--- src/rtl/core/spc_pkg.sv ---
`default_nettype none
// ----------------------------------------------------------------------------
// spc_pkg: shared definitions for the 8.3 short-name path compare
// Character codes, input sizes, lane result type and byte selectors used by
// the lanes, the merge stage and the top level.
// ----------------------------------------------------------------------------
package spc_pkg;

  localparam logic [7:0] CH_NUL    = 8'h00;
  localparam logic [7:0] CH_SPACE  = 8'h20;
  localparam logic [7:0] CH_DOT    = 8'h2E;
  localparam logic [7:0] CH_SLASH  = 8'h2F;
  localparam logic [7:0] CH_BSLASH = 8'h5C;

  localparam int PATH_HEAD_BYTES = 8;
  localparam int PATH_BYTES      = 13;
  localparam int BASE_BYTES      = 8;
  localparam int EXT_BYTES       = 3;

  localparam int PATH_HEAD_W = 8 * PATH_HEAD_BYTES;
  localparam int PATH_TAIL_W = 8 * (PATH_BYTES - PATH_HEAD_BYTES);
  localparam int NAME_BASE_W = 8 * BASE_BYTES;
  localparam int NAME_EXT_W  = 8 * EXT_BYTES;
  localparam int USED_OUT_W  = 4;

  localparam int BASE_LEN_DEF = 8;
  localparam int EXT_LEN_DEF  = 3;
  localparam int BASE_LEN_MAX = 16;
  localparam int EXT_LEN_MAX  = 8;

  // Wide enough for the largest count at the largest lengths.
  localparam int USED_MAX_W = $clog2(BASE_LEN_MAX + EXT_LEN_MAX + 3);

  typedef struct packed {
    logic                  eq;
    logic [USED_MAX_W-1:0] used;
  } spc_lane_t;

  function automatic logic is_term(input logic [7:0] c);
    return (c == CH_NUL) || (c == CH_SLASH) || (c == CH_BSLASH);
  endfunction

  function automatic logic [7:0] path_byte(input logic [PATH_HEAD_W-1:0] head,
                                           input logic [PATH_TAIL_W-1:0] tail,
                                           input int idx);
    logic [7:0] r;
    r = CH_NUL;
    if (idx < PATH_HEAD_BYTES) begin
      r = head[8*idx +: 8];
    end else if (idx < PATH_BYTES) begin
      r = tail[8*(idx-PATH_HEAD_BYTES) +: 8];
    end
    return r;
  endfunction

  function automatic logic [7:0] base_byte(input logic [NAME_BASE_W-1:0] base,
                                           input int idx);
    logic [7:0] r;
    r = CH_SPACE;
    if (idx < BASE_BYTES) begin
      r = base[8*idx +: 8];
    end
    return r;
  endfunction

  function automatic logic [7:0] ext_byte(input logic [NAME_EXT_W-1:0] ext,
                                          input int idx);
    logic [7:0] r;
    r = CH_SPACE;
    if (idx < EXT_BYTES) begin
      r = ext[8*idx +: 8];
    end
    return r;
  endfunction

endpackage
`default_nettype wire

--- src/rtl/core/spc_lane.sv ---
`default_nettype none
// ----------------------------------------------------------------------------
// spc_lane: one base-name position of the short-name compare
// Decides whether the path byte at this position matches the entry, and the
// byte count that results if the component first departs from the entry here.
// ----------------------------------------------------------------------------
module spc_lane #(
  parameter int POS      = 0,
  parameter int BASE_LEN = spc_pkg::BASE_LEN_DEF,
  parameter int EXT_LEN  = spc_pkg::EXT_LEN_DEF
) (
  input  wire logic [spc_pkg::PATH_HEAD_W-1:0] path_head,
  input  wire logic [spc_pkg::PATH_TAIL_W-1:0] path_tail,
  input  wire logic [spc_pkg::NAME_BASE_W-1:0] name_base,
  input  wire logic [spc_pkg::NAME_EXT_W-1:0]  name_ext,
  output spc_pkg::spc_lane_t                   res
);
  import spc_pkg::*;

  always_comb begin
    logic [7:0]            pc;
    logic [7:0]            pk;
    logic                  stop;
    logic                  base_blank;
    logic [EXT_LEN:0]      blank;
    logic [USED_MAX_W-1:0] ext_used;

    pc = path_byte(path_head, path_tail, POS);
    res.eq = 1'b0;
    if (POS < BASE_LEN) begin
      res.eq = (pc == base_byte(name_base, POS));
    end

    base_blank = 1'b1;
    for (int j = POS; j < BASE_LEN; j++) begin
      if (base_byte(name_base, j) != CH_SPACE) begin
        base_blank = 1'b0;
      end
    end

    blank[EXT_LEN] = 1'b1;
    for (int k = EXT_LEN - 1; k >= 0; k--) begin
      blank[k] = blank[k+1] && (ext_byte(name_ext, k) == CH_SPACE);
    end

    // The first extension position that stops the compare decides the count.
    ext_used = '0;
    for (int k = EXT_LEN; k >= 0; k--) begin
      pk   = path_byte(path_head, path_tail, POS + 1 + k);
      stop = (k == EXT_LEN) || (pk != ext_byte(name_ext, k));
      if (stop) begin
        ext_used = (is_term(pk) && blank[k]) ? USED_MAX_W'(POS + 2 + k) : '0;
      end
    end

    res.used = '0;
    if (base_blank) begin
      if (pc == CH_DOT) begin
        res.used = ext_used;
      end else if (is_term(pc) && blank[0]) begin
        res.used = USED_MAX_W'(POS + 1);
      end
    end
  end

endmodule
`default_nettype wire

--- src/rtl/core/spc_merge.sv ---
`default_nettype none
// ----------------------------------------------------------------------------
// spc_merge: merging stage of the short-name compare
// Picks the result of the first lane whose path byte departs from the entry.
// ----------------------------------------------------------------------------
module spc_merge #(
  parameter int BASE_LEN = spc_pkg::BASE_LEN_DEF
) (
  input  wire spc_pkg::spc_lane_t [BASE_LEN:0]  lanes,
  output logic                                  is_match,
  output logic [spc_pkg::USED_OUT_W-1:0]        bytes_used
);
  import spc_pkg::*;

  logic [USED_MAX_W-1:0] used;

  always_comb begin
    used = '0;
    for (int i = BASE_LEN; i >= 0; i--) begin
      if (!lanes[i].eq) begin
        used = lanes[i].used;
      end
    end
  end

  assign is_match   = (used != '0);
  assign bytes_used = used[USED_OUT_W-1:0];

endmodule
`default_nettype wire

--- src/rtl/core/short_name_path_compare.sv ---
`default_nettype none
// ----------------------------------------------------------------------------
// short_name_path_compare: 8.3 short-name path component compare
// Compares the next component of a path with one space-padded directory
// entry name and reports the match and the number of path bytes used.
// ----------------------------------------------------------------------------
// Each input word carries up to thirteen path bytes and one entry name; each
// output word carries is_match and bytes_used for that entry. Both channels
// use valid and ready. One lane per base-name position checks its byte and
// works out the count that follows if the component departs from the entry
// there; the lane results are registered, and the merge stage picks the first
// departing lane into the output register.
// Throughput is one word per cycle while out_ready stays high, set by the
// two-register pipeline with no loop. A word is accepted while a finished
// result waits, as long as a pipeline register is free; when the receiver
// stalls, both registers fill and in_ready falls until out_ready returns.
// Reset empties the pipeline; no words are held over and no state is kept
// between words.
// ----------------------------------------------------------------------------
module short_name_path_compare #(
  parameter int BASE_LEN = spc_pkg::BASE_LEN_DEF,
  parameter int EXT_LEN  = spc_pkg::EXT_LEN_DEF
) (
  input  wire logic                             clk,
  input  wire logic                             rst,
  input  wire logic                             in_valid,
  output logic                                  in_ready,
  input  wire logic [spc_pkg::PATH_HEAD_W-1:0]  path_head,
  input  wire logic [spc_pkg::PATH_TAIL_W-1:0]  path_tail,
  input  wire logic [spc_pkg::NAME_BASE_W-1:0]  name_base,
  input  wire logic [spc_pkg::NAME_EXT_W-1:0]   name_ext,
  output logic                                  out_valid,
  input  wire logic                             out_ready,
  output logic                                  is_match,
  output logic [spc_pkg::USED_OUT_W-1:0]        bytes_used
);
  import spc_pkg::*;

  spc_lane_t [BASE_LEN:0] lane_res;
  spc_lane_t [BASE_LEN:0] s1_lanes;
  logic                   s1_valid;
  logic                   s1_adv;
  logic                   out_free;
  logic                   merge_match;
  logic [USED_OUT_W-1:0]  merge_used;

  for (genvar i = 0; i <= BASE_LEN; i++) begin : g_lane
    spc_lane #(
      .POS      (i),
      .BASE_LEN (BASE_LEN),
      .EXT_LEN  (EXT_LEN)
    ) u_lane (
      .path_head (path_head),
      .path_tail (path_tail),
      .name_base (name_base),
      .name_ext  (name_ext),
      .res       (lane_res[i])
    );
  end

  spc_merge #(
    .BASE_LEN (BASE_LEN)
  ) u_merge (
    .lanes      (s1_lanes),
    .is_match   (merge_match),
    .bytes_used (merge_used)
  );

  assign out_free = !out_valid || out_ready;
  assign s1_adv   = s1_valid && out_free;
  assign in_ready = !s1_valid || out_free;

  always_ff @(posedge clk) begin
    if (rst) begin
      s1_valid  <= 1'b0;
      out_valid <= 1'b0;
    end else begin
      if (in_ready) begin
        s1_valid <= in_valid;
      end
      if (out_free) begin
        out_valid <= s1_valid;
      end
    end
  end

  always_ff @(posedge clk) begin
    if (in_valid && in_ready) begin
      s1_lanes <= lane_res;
    end
    if (s1_adv) begin
      is_match   <= merge_match;
      bytes_used <= merge_used;
    end
  end

`ifndef SYNTHESIS
  a_nomatch_zero: assert property (@(posedge clk) disable iff (rst)
    out_valid && !is_match |-> bytes_used == '0)
    else $error("A mismatch reports a non-zero byte count.");

  a_accept_fills: assert property (@(posedge clk) disable iff (rst)
    in_valid && in_ready |=> s1_valid)
    else $error("An accepted word did not reach the lane register.");

  a_stage_holds: assert property (@(posedge clk) disable iff (rst)
    s1_valid && !out_free |=> s1_valid && $stable(s1_lanes))
    else $error("The lane register lost a word while the output was blocked.");

  a_advance_out: assert property (@(posedge clk) disable iff (rst)
    s1_adv |=> out_valid)
    else $error("A word left the lane register without reaching the output.");

  a_drain: assert property (@(posedge clk) disable iff (rst)
    out_valid && out_ready && !s1_valid |=> !out_valid)
    else $error("The output stayed valid after its word was taken.");
`endif

endmodule
`default_nettype wire

--- config.mk ---
export PLATFORM = sky130hd
export DESIGN_NAME = short_name_path_compare
export DESIGN_NICKNAME = d
export VERILOG_FILES = /design/src/rtl/core/spc_pkg.sv /design/src/rtl/core/spc_lane.sv /design/src/rtl/core/spc_merge.sv /design/src/rtl/core/short_name_path_compare.sv
export SDC_FILE = /design/constraint.sdc
export NUM_CORES = 1
export LEC_CHECK = 0
export CAP_MARGIN = 20
export CORE_UTILIZATION = 60
export DETAILED_ROUTE_END_ITERATION = 7
export DONT_BUFFER_PORTS = 1
export PLACE_DENSITY = 0.74
export SLEW_MARGIN = 30
export SYNTH_ARGS = -nofsm -noshare
export SYNTH_HDL_FRONTEND = slang
export SYNTH_SLANG_ARGS = --single-unit
--- constraint.sdc ---
create_clock -name clk -period 3.3 [get_ports clk]
set_clock_uncertainty 0.05 [all_clocks]
set_input_delay 0.66 -clock clk [delete_from_list [all_inputs] [get_ports clk]]
set_output_delay 0.66 -clock clk [all_outputs]
set_load 0.01 [all_outputs]
---- After elaboration in Yosys (flattened, before gate mapping) ----
Index checks and enable logic that the tools add are counted.
word-level totals
  flip-flop bits (word level) ............. 60
  bits in latches ......................... 0
  bits in writable memories ............... 0
  memory bits (read-only) ................. 0
  input port bits ......................... 196
  output and inout bits ................... 7
  word-level logic and storage cells ...... 294
  memories ................................ 0
cells by class
  add/sub/neg operators ................... 0
  multipliers ............................. 0
  div/mod/pow operators ................... 0
  $lt $le $gt $ge ......................... 0
  equality and inequality tests ........... 81
  shift-type cells ........................ 0
  mux-type cells .......................... 116
  bitwise operators ....................... 0
  reduce and logical (&&, ||, !) cells .... 76
operator list
  cell                number
  $ne 8x8->1          27
  $mux 5              43
  $eq 8x6->1 const B  25
  $eq 8x7->1 const B  13
  $logic_not 8->1     13
  $mux 4              19
  $eq 8x8->1          8
  $ne 8x6->1 const B  8
  $mux 3              15
  $mux 1              36
  $logic_and 1x1->1   32
  $logic_or 1x1->1    28
  $mux 2              3
  $reduce_bool 5->1   1
  $logic_not 1->1     2

---- Depth between registers and ports, before layout ----
  word-level depth ........................ 9
  depth in mapped cells ................... 8
  gate-level depth less buffers ........... 6

---- By module ----
Synthesis repeated with hierarchy kept, for this count alone.
unflattened totals
  cells, all modules ...................... 1214
  area, all modules ....................... 9910.8 um^2
by module, submodules not included
  module                       instances  cells an instance  area each (um^2)  sequential area each (um^2)
  short_name_path_compare      1          69                 1875.5            1811.7
  spc_lane (g_lane[1].u_lane)  1          132                960.9             0.0
  spc_lane (g_lane[0].u_lane)  1          127                950.9             0.0
  spc_lane (g_lane[2].u_lane)  1          124                862.1             0.0
  spc_lane (g_lane[3].u_lane)  1          124                849.6             0.0
  spc_lane (g_lane[4].u_lane)  1          116                832.0             0.0
  spc_lane (g_lane[5].u_lane)  1          117                819.5             0.0
  spc_lane (g_lane[6].u_lane)  1          115                794.5             0.0
  spc_lane (g_lane[7].u_lane)  1          112                767.0             0.0
  spc_lane (g_lane[8].u_lane)  1          95                 676.9             0.0
  spc_merge                    1          83                 521.8             0.0

---- Least setup slack after synthesis ----
Ideal clock, no wire load.
  path type ............................... input-to-reg
  from .................................... input path_tail[3] (netlist name)
  to ...................................... register s1_lanes[24] (netlist name) (data pin)
  data arrival time ....................... 2.433 ns
  setup slack ............................. 0.684 ns
  cell stages on the path ................. 7
  path buffers ............................ 1
  path through ............................ buf_4 > or4_1 > a2111o_1 > a2111oi_2 > nand3_1 > nand2_1 > a32o_1
on the way
  longest elaborated chain between the ends .. 8
RTL lines
  what                                           line                           source
  from (decl)                                    short_name_path_compare.sv:29  input wire logic [spc_pkg::PATH_TAIL_W-1:0] path_tail,
  $eq 8x6->1 or $logic_not 8->1 (tied branches)  spc_pkg.sv:40                  return (c == CH_NUL) || (c == CH_SLASH) || (c == CH_BSLASH);
  $logic_or 1x1->1                               spc_pkg.sv:40
  $logic_or 1x1->1 (*)                           spc_pkg.sv:40
  $mux 4 (*)                                     spc_lane.sv:52                 ext_used = (is_term(pk) && blank[k]) ? USED_MAX_W'(POS + 2 + k) : '0;
  $mux 5 (*) (3 in series)                       spc_lane.sv:51                 if (stop) begin
  $mux 5 (*)                                     spc_lane.sv:58                 if (pc == CH_DOT) begin
  to (signal assigned)                           short_name_path_compare.sv:89  s1_lanes <= lane_res;
  to (decl)                                      short_name_path_compare.sv:40  spc_lane_t [BASE_LEN:0] s1_lanes;
Mark *: on every way between the ends. The rest lies on a longest branch, timed or not.
A chain may end at the register's enable or synchronous reset.

---- Final worst setup path ----
  from .................................... input name_base[60] (netlist name)
  to ...................................... register s1_lanes[2] (netlist name) (data pin)
on the way
  longest elaborated chain between the ends .. 2
RTL lines
  what         line                           source
  from (decl)  short_name_path_compare.sv:30  input wire logic [spc_pkg::NAME_BASE_W-1:0] name_base,
  $ne 8x6->1   spc_lane.sv:36                 if (base_byte(name_base, j) != CH_SPACE) begin
  $mux 1       spc_lane.sv:36
No other way between the ends.

==> impl_metrics.ini <==
[yosys]
async_flop_share_pct = 0
syn_avg_cell_area_um2 = 8.01
synth-edff-count = 46
synth_seq_cells = 48
yosysUniqueCellTypes = 64
ys.warnings.count = 0
syn_area_um2 = 6910
synthFlopType = edfxtp_1
synth_nets = 1058
syn_inst = 862
seq_area_frac_synth_pct = 20.6

[global_routing]
grt_overflow = 0
grt_max_degree = 42
grt_pass1_wl_um = 32100
grt_util_all_layers_pct = 35.9
grt_pass1_vias = 6262
antenna_found_initial = 0

[clock_tree]
cts_max_path_buffers = 2
clk_pin_slew_ns = 0.06
cts.sink_count = 48
post_cts_resized = 0
htree_levels = 2
clkLatencyLatePin_ns = 0.29
cts_buffers = 5
cts_hold_buf = 0
post-cts-setup-buffers = 0
cts_tree = yes
cts-root-buf = clkbuf_16

[timing]
finalSetupViolCount = 0
min_period_ns = 2.72
finalHoldViolCount = 0
slew_headroom_pct = 40.5
clock.fmax_mhz = 367
tightest_slew_ns = 0.892
period_share_pct = 82.5
fin_setup_tns_ns = 0
slew_viol_final = 0
rsz0062_at_grt = no

[critical_path]
crit_type = input port to flop
end_kind = flop
crit_top_cell = nor4_1
critPathMaxStageDelay_ns = 0.60
critPathLaunchType = input port
critical-path-slowest-cell = nor4b_1
critPathMaxFanout = 5
required_ns = 3.36
cp.arrival_ns = 2.79
crit_chain = nor4b_1 -> nand4_1 -> nor4_1 -> and3_1 -> nand2_1 -> nor4_1

[final_layout]
diodes = 0
syn2layout_area_growth_pct = -0.362
layout_commonest_cell = xnor2_1
nets = 973
fillCellCount = 942
multi_input_area_um2 = 5010
drive_above_1_share_pct = 2.19
layout_common_cells = xnor2_1, nand4_1, xor2_1, nor2_1, edfxtp_1
finish.utilization_pct = 62.4
seqCellArea_um2 = 1420

[placed_design]
dp_hpwl_um = 16600
io_buffers = 0
gp_congestion = 0.951

[power_and_ir_drop]
seq_power_share_pct = 40.2
combPwrFrac_pct = 23.3
p_leak_uw = 0.00189
p_clk_share_pct = 36.5
ir_worst_vdd_uv = 329
p_sw_uw = 379
switching_share_pct = 21.4
power_density_nw_per_um2 = 257
p_int_uw = 1390

[hold_path]
hp-class = input port to flop

[die]
ios = 203
die_x_um = 109
die_height_um = 109
start_util_pct = 62.6
core_um2 = 11000
num_rows = 38
dieArea_um2 = 11900

[status]
status = complete, no violations

[detailed_routing]
ant_nets = 0
via_count = 6363
via_per_inst = 6.93
drt_iter0_drc = 475
dr.pass1.iters = 5
wire_per_inst_um = 23.3
wl_um = 21400
drc = 0

[run]
maxCapViolCount = 0
==> synth_stat cells, drive strengths merged (6+ instances only) <==
master,instances,area share (%)
xor2,72,9.1
or4,10,1.1
inv,18,0.98
or3,7,0.63
nor2b,6,0.54
nand4,75,6.8
o211ai,7,0.76
a21oi,23,1.7
nor2,56,3.0
nor3,15,1.1
buf,18,1.8
and4,8,1.0
clkbuf,75,4.1
xnor2,208,26
mux2i,6,0.87
o21ai,17,1.2
nand2,42,2.3
and2,9,0.82
edfxtp,46,20
nor4b,12,1.6
nor3b,7,0.83
nor4,45,4.1
nand3,15,1.1
==> logic make-up after synthesis <==
family,after synthesis,synth area share [%]
buffers and inverters,111,6.81
flip-flops,48,20.6
XOR/XNOR,280,35.5
AO/OA/AOI/OAI,94,9.57
multiplexers,6,0.870
AND/OR/NAND/NOR,323,26.7
==> metal layers <==
layer | share of wire (%) | up-vias | track usage (%)
met5 | 0 | - | 0
met4 | 2.9 | 0 | 13.5
met3 | 10 | 53 | 7.35
met2 | 47 | 409 | 59.0
met1 | 40 | 3009 | 46.1
li1 | - | 2892 | -
==> path summary, 6_finish.rpt <==
kind | from | endpoint | slack, ns | cells after the start
worst max-delay path | name_base[60] | s1_lanes[2] | 0.58 | 6
worst min register to register | s1_valid | out_valid | 0.47 | 2
worst max register to register | s1_lanes[47] | is_match | 1.36 | 6
worst min-delay path | rst | s1_valid | 0.38 | 1
==> final cells by class <==
| cell class | count | area share, % |
|---|---|---|
| Clock buffer | 5 | 1.82 |
| Clock inverter | 3 | 1.00 |
| Sequential cell | 48 | 20.7 |
| Timing Repair Buffer | 1 | 0.109 |
| Multi-Input combinational cell | 703 | 72.9 |
| Tap cell | 140 | 2.55 |
| Inverter | 18 | 0.982 |
==> power by group through the flow <==
stage | sequential [µW] | clock (µW) | combinational, µW
2_1_floorplan | 717 | 0 | 506
3_3_place_gp | 724 | 0 | 393
3_5_place_dp | 726 | 0 | 411
4_1_cts | 713 | 651 | 413
5_1_grt | 716 | 675 | 458
6_report | 712 | 646 | 413
==> through the flow <==
| stage | hold slack [ns] | setup WS (ns) | total power [µW] | instance area (µm²) | std cells |
|---|---|---|---|---|---|
| global placement | 0.444 | 0.425 | 1120 | 6690 | 910 |
| finish | 0.385 | 0.578 | 1770 | 6880 | 918 |
| detailed placement | 0.466 | 0.358 | 1140 | 6690 | 910 |
| CTS | 0.381 | 0.635 | 1780 | 6880 | 918 |
| global route | 0.379 | 0.486 | 1850 | 6880 | 918 |
| floorplan | 0.428 | 0.684 | 1220 | 6910 | 862 |
==> worst max-delay path: cells and delay by family <==
family / cells / cell delay [ns]
simple gates: 6 / 2.12
==> state kept, by name, indices dropped and copies added, names as in the netlist <==
signal and count:
out_valid 1, is_match 1, bytes_used 4, s1_valid 1, s1_lanes 41
(Power assumes the default switching activity.)
